## config.mk

```make
export PLATFORM = sky130hd
export DESIGN_NAME = ssa_ram
export DESIGN_NICKNAME = d
export VERILOG_FILES = /design/src/rtl/spike_synapse_accumulator_macros.svh /design/src/rtl/ssa_pkg.sv /design/src/rtl/ssa_ram.sv
export SDC_FILE = /design/constraint.sdc
export NUM_CORES = 1
export LEC_CHECK = 0
export ABC_AREA = 1
export BUFFER_PORTS_ARGS = -buffer_cell sky130_fd_sc_hd__buf_2
export CAP_MARGIN = 20
export CORE_MARGIN = 1.5
export CORE_UTILIZATION = 45
export DETAILED_ROUTE_END_ITERATION = 16
export HOLD_SLACK_MARGIN = 0.03
export MAX_ROUTING_LAYER = met4
export PLACE_DENSITY = 0.62
export SLEW_MARGIN = 5
export SYNTH_ARGS = -nofsm -noshare
export SYNTH_HDL_FRONTEND = slang
export SYNTH_SLANG_ARGS = --single-unit
```

## constraint.sdc

```tcl
create_clock -name clk -period 3.48 [get_ports clk]
set_clock_uncertainty 0.2 [all_clocks]
set_input_delay 1.044 -clock clk [delete_from_list [all_inputs] [get_ports clk]]
set_output_delay 1.044 -clock clk [all_outputs]
set_load 0.005 [all_outputs]
```

## src/rtl/spike_synapse_accumulator_macros.svh

```systemverilog
// assertion macros shared by the spike synapse accumulator rtl
// no dependencies; included by files that carry concurrent assertions
`ifndef SPIKE_SYNAPSE_ACCUMULATOR_MACROS_SVH
`define SPIKE_SYNAPSE_ACCUMULATOR_MACROS_SVH

// same-cycle implication, off during reset
`define SSA_ASSERT_IMP(label, clk, rst_n, ante, cons, msg) \
  label: assert property (@(posedge clk) disable iff (!rst_n) (ante) |-> (cons)) \
    else $error(msg);

// next-cycle implication, off during reset
`define SSA_ASSERT_NXT(label, clk, rst_n, ante, cons, msg) \
  label: assert property (@(posedge clk) disable iff (!rst_n) (ante) |=> (cons)) \
    else $error(msg);

`endif

```

## src/rtl/ssa_pkg.sv

```systemverilog
// types and constants of the spike synapse accumulator
// no dependencies; imported by every module of the block
package ssa_pkg;

  localparam int NEURON_W  = 10;
  localparam int SYN_IDX_W = 14;
  localparam int COUNT_W   = 15;
  localparam int WEIGHT_W  = 16;
  localparam int MOD_W     = 16;
  localparam int TOTAL_W   = 32;
  localparam int PROD_W    = WEIGHT_W + MOD_W + 1;
  localparam int FRAC_SH   = 14;
  localparam int SCALED_W  = PROD_W - FRAC_SH;
  // walk position and limit never exceed start + count
  localparam int WALK_W    = 15;
  localparam int SYN_WORD_W = NEURON_W + WEIGHT_W;
  localparam int FAN_WORD_W = SYN_IDX_W + COUNT_W;

  typedef enum logic [2:0] {
    CMD_WR_SYN    = 3'd0,
    CMD_WR_FAN    = 3'd1,
    CMD_SET_INPUT = 3'd2,
    CMD_SPIKE     = 3'd3,
    CMD_READ      = 3'd4
  } ssa_cmd_t;

  typedef enum logic [2:0] {
    ST_IDLE,
    ST_FAN,
    ST_WALK,
    ST_DRAIN,
    ST_READ
  } ssa_state_t;

  typedef struct packed {
    logic [2:0]                 command;
    logic [NEURON_W-1:0]        neuron;
    logic [SYN_IDX_W-1:0]       synapse;
    logic [COUNT_W-1:0]         fanout_len;
    logic signed [WEIGHT_W-1:0] weight;
    logic [MOD_W-1:0]           modulator;
    logic signed [TOTAL_W-1:0]  value;
  } ssa_req_t;

  typedef struct packed {
    logic signed [TOTAL_W-1:0] total;
    logic [NEURON_W-1:0]       read_neuron;
  } ssa_rsp_t;

endpackage

```

## src/rtl/ssa_ram.sv

```systemverilog
// generic simple dual-port ram, one write and one registered read port
// depends on ssa_pkg only by house convention; read returns old data on collision
module ssa_ram
  import ssa_pkg::*;
#(
  parameter int WIDTH = 8,
  parameter int DEPTH = 16
) (
  input  logic                     clk,
  input  logic                     wr_en,
  input  logic [$clog2(DEPTH)-1:0] wr_addr,
  input  logic [WIDTH-1:0]         wr_data,
  input  logic [$clog2(DEPTH)-1:0] rd_addr,
  output logic [WIDTH-1:0]         rd_data
);

  logic [WIDTH-1:0] mem_r [DEPTH];
  logic [WIDTH-1:0] rd_data_r;

  always_ff @(posedge clk) begin
    if (wr_en) begin
      mem_r[wr_addr] <= wr_data;
    end
    rd_data_r <= mem_r[rd_addr];
  end

  assign rd_data = rd_data_r;

endmodule

```

==> flow_metrics.env <==
export IMPL_yosysWarnings=0
export IMPL_synth_edff_count=128
export IMPL_routedWlPerCell_um=16.9
export IMPL_antenna_found_initial=0
export IMPL_critPathSlowestCell="nor2_1"
export IMPL_ir_drop_uv=331
export IMPL_clock_latency_ps=410
export IMPL_root_buffer="clkbuf_16"
export IMPL_end_kind="flip-flop"
export IMPL_cts_repair_resized=0
export IMPL_post_place_ws_ps=762
export IMPL_ys_flop_type="edfxtp_1"
export IMPL_whs_endpoint="rd_data[5]"
export IMPL_hold_violations=0
export IMPL_cts_sinks=136
export IMPL_coreArea_um2=12600
export IMPL_syn_avg_cell_area_um2=10.5
export IMPL_viasPerCell=4.96
export IMPL_cts_hold_buf=0
export IMPL_min_delay_start="mem_r[13][5]"
export IMPL_antenna_cells=0
export IMPL_min_period_over_period_pct=66.1
export IMPL_die_x_um=116
export IMPL_finalSetupViolCount=0
export IMPL_firstDrtPassIters=7
export IMPL_yosysMostFrequentCell="nand2_1"
export IMPL_r2r_end="rd_data[1]"
export IMPL_ys_ff_latch=136
export IMPL_cts_setup_buffers=0
export IMPL_grt_pass1_vias=3685
export IMPL_required_ps=3310
export IMPL_cp_arrival_ps=2130
export IMPL_path_max_fanout=8
export IMPL_drc=0
export IMPL_tightestPinTransition_ps=963
export IMPL_status="finished, final reports clean"
export IMPL_synth_area_leaders="edfxtp_1 67%, nand2_1 11%, nand3_1 8.4%"
export IMPL_detailedRoute_firstIterationViolations=296
export IMPL_cpPeakStageDelay_ps=780
export IMPL_overflow=0
export IMPL_cts_buffer_depth=2
export IMPL_fillers=1129
export IMPL_top_layer="met4"
export IMPL_rrSetupSlack_ps=2230
export IMPL_r2r_worst_path_cells=6
export IMPL_wl_um=12800
export IMPL_period_needed_ps=2300
export IMPL_ys_seq_area_share_pct=69.4
export IMPL_crit_chain="buf_2 > inv_1 > nand2_1 > nor2_1"
export IMPL_seq_area_um2=4000
export IMPL_leakagePower_nw=2.85
export IMPL_ios=26
export IMPL_die_area_um2=13500
export IMPL_tns_ps=0
export IMPL_port_buffer_count=25
export IMPL_met1Wirelength_um=5390
export IMPL_maxCapViolations=0
export IMPL_clk_pin_slew_worst_paths_ps=50
export IMPL_synth_common_cells="173 x nand2_1, 128 x edfxtp_1, 100 x inv_1"
export IMPL_rsz0062_at_grt="no"
export IMPL_via_count=3775
export IMPL_reg2reg_from="mem_r[7][1]"
export IMPL_cts_max_level=4
export IMPL_cts_tree="done"
export IMPL_min_path_cells=6
export IMPL_synthesis_area_um2=5770
export IMPL_hpwl_um=7890
export IMPL_grt_start_max_net_pins=65
export IMPL_yosys_area_top_type_share_pct=66.7
export IMPL_setup_ws_ps=1180
export IMPL_drive_above_1_share_pct=9.34
export IMPL_worst_setup_path_type="input pin to flip-flop"
export IMPL_place_gp_congestion=0.835
export IMPL_die_h_um=116
export IMPL_utilization_pct=52.8
export IMPL_synthArstFlopShare_pct=0
export IMPL_start_util_pct=45.9
export IMPL_powerDensity_nw_per_um2=606
export IMPL_slew_violations=0
export IMPL_critPathLaunchType="input pin"
export IMPL_relSlewSlack_pct=35.6
export IMPL_wl_met2_um=6170
export IMPL_startpoint="wr_addr[0]"
export IMPL_fp_row_count=41
export IMPL_yosysTopAreaCell="edfxtp_1"
export IMPL_syn_num_nets=569
export IMPL_cts_buffers=17
export IMPL_synthCells=551
export IMPL_fmax_ghz=0.435
export IMPL_hold_path_class="flip-flop to flip-flop"
export IMPL_dr_wl_met3_um=796
export IMPL_multi_input_area_um2=1210
export IMPL_grtUsageTotal_pct=21.6
export IMPL_antenna_left=0
export IMPL_area_growth_pct=15.0
export IMPL_synth_cell_types=12
export IMPL_grt_pass1_wl_um=20000
export IMPL_nNetsFinal=594
-- final cells by class --
type / count / share of cell area [%]
Inverter: 102 / 5.77
Clock inverter: 13 / 3.11
Timing Repair Buffer: 30 / 2.64
Tap cell: 172 / 3.25
Sequential cell: 136 / 60.4
Multi-Input combinational cell: 289 / 18.3
Clock buffer: 19 / 6.53
-- kinds of logic (layout without fill, tap and decap cells) --
logic type | after synthesis | after routing | synth area share [%]
buffers and inverters | 126 | 164 | 9.52
AND/OR/NAND/NOR | 289 | 289 | 21.0
flip-flops | 136 | 136 | 69.4
-- state kept, by name (all words and copies together), names as in the netlist --
signal,flops
rd_data,8
mem_r,128
-- layer usage --
metal,global-route usage [%],vias to the layer above
met5,-,-
met4,11.9,0
li1,-,1823
met1,27.2,1778
met2,32.2,143
met3,5.19,31
-- layout by cell type, fill, tap and decap left out --
master,n
inv_2,2
bufinv_16,6
nand3b_1,2
clkbuf_16,17
clkbuf_1,2
buf_4,4
inv_1,100
nor2_1,17
edfxtp_1,128
dfxtp_1,8
nand2_1,173
clkinv_1,7
nand3_1,97
buf_2,25
buf_12,1
-- worst max-delay path, delay by kind of cell --
kind | cells | cell delay, ps
and+or+nand+nor | 2 | 910
buffers and inverters | 2 | 180
-- how the worst max path moves through the flow --
stage / to / depth (start not counted)
after CTS: mem_r[9][2] / 3
after global routing: mem_r[10][5] / 3
after floorplan: mem_r[10][0] / 2
after global placement: mem_r[6][1] / 3
after detailed placement: mem_r[9][0] / 3
final: mem_r[14][3] / 4
-- power by group --
part / switching [mW] / internal, mW / leakage [nW]
Sequential: 0.0139 / 1.83 / 1.22
Clock: 0.631 / 1.32 / 0.308
Combinational: 0.154 / 0.0605 / 1.32
Total: 0.798 / 3.22 / 2.85
-- through the flow --
step	power, mW	hold slack, ps	instances	cell area (um^2)
final	4.02	480	761	6630
after global routing	4.13	547	761	6630
after CTS	4.04	495	761	6630
after detailed placement	2.09	470	729	5990
after global placement	2.09	457	729	5990
after floorplan	2.00	407	551	5770
Power figures use the tool's default switching activity.
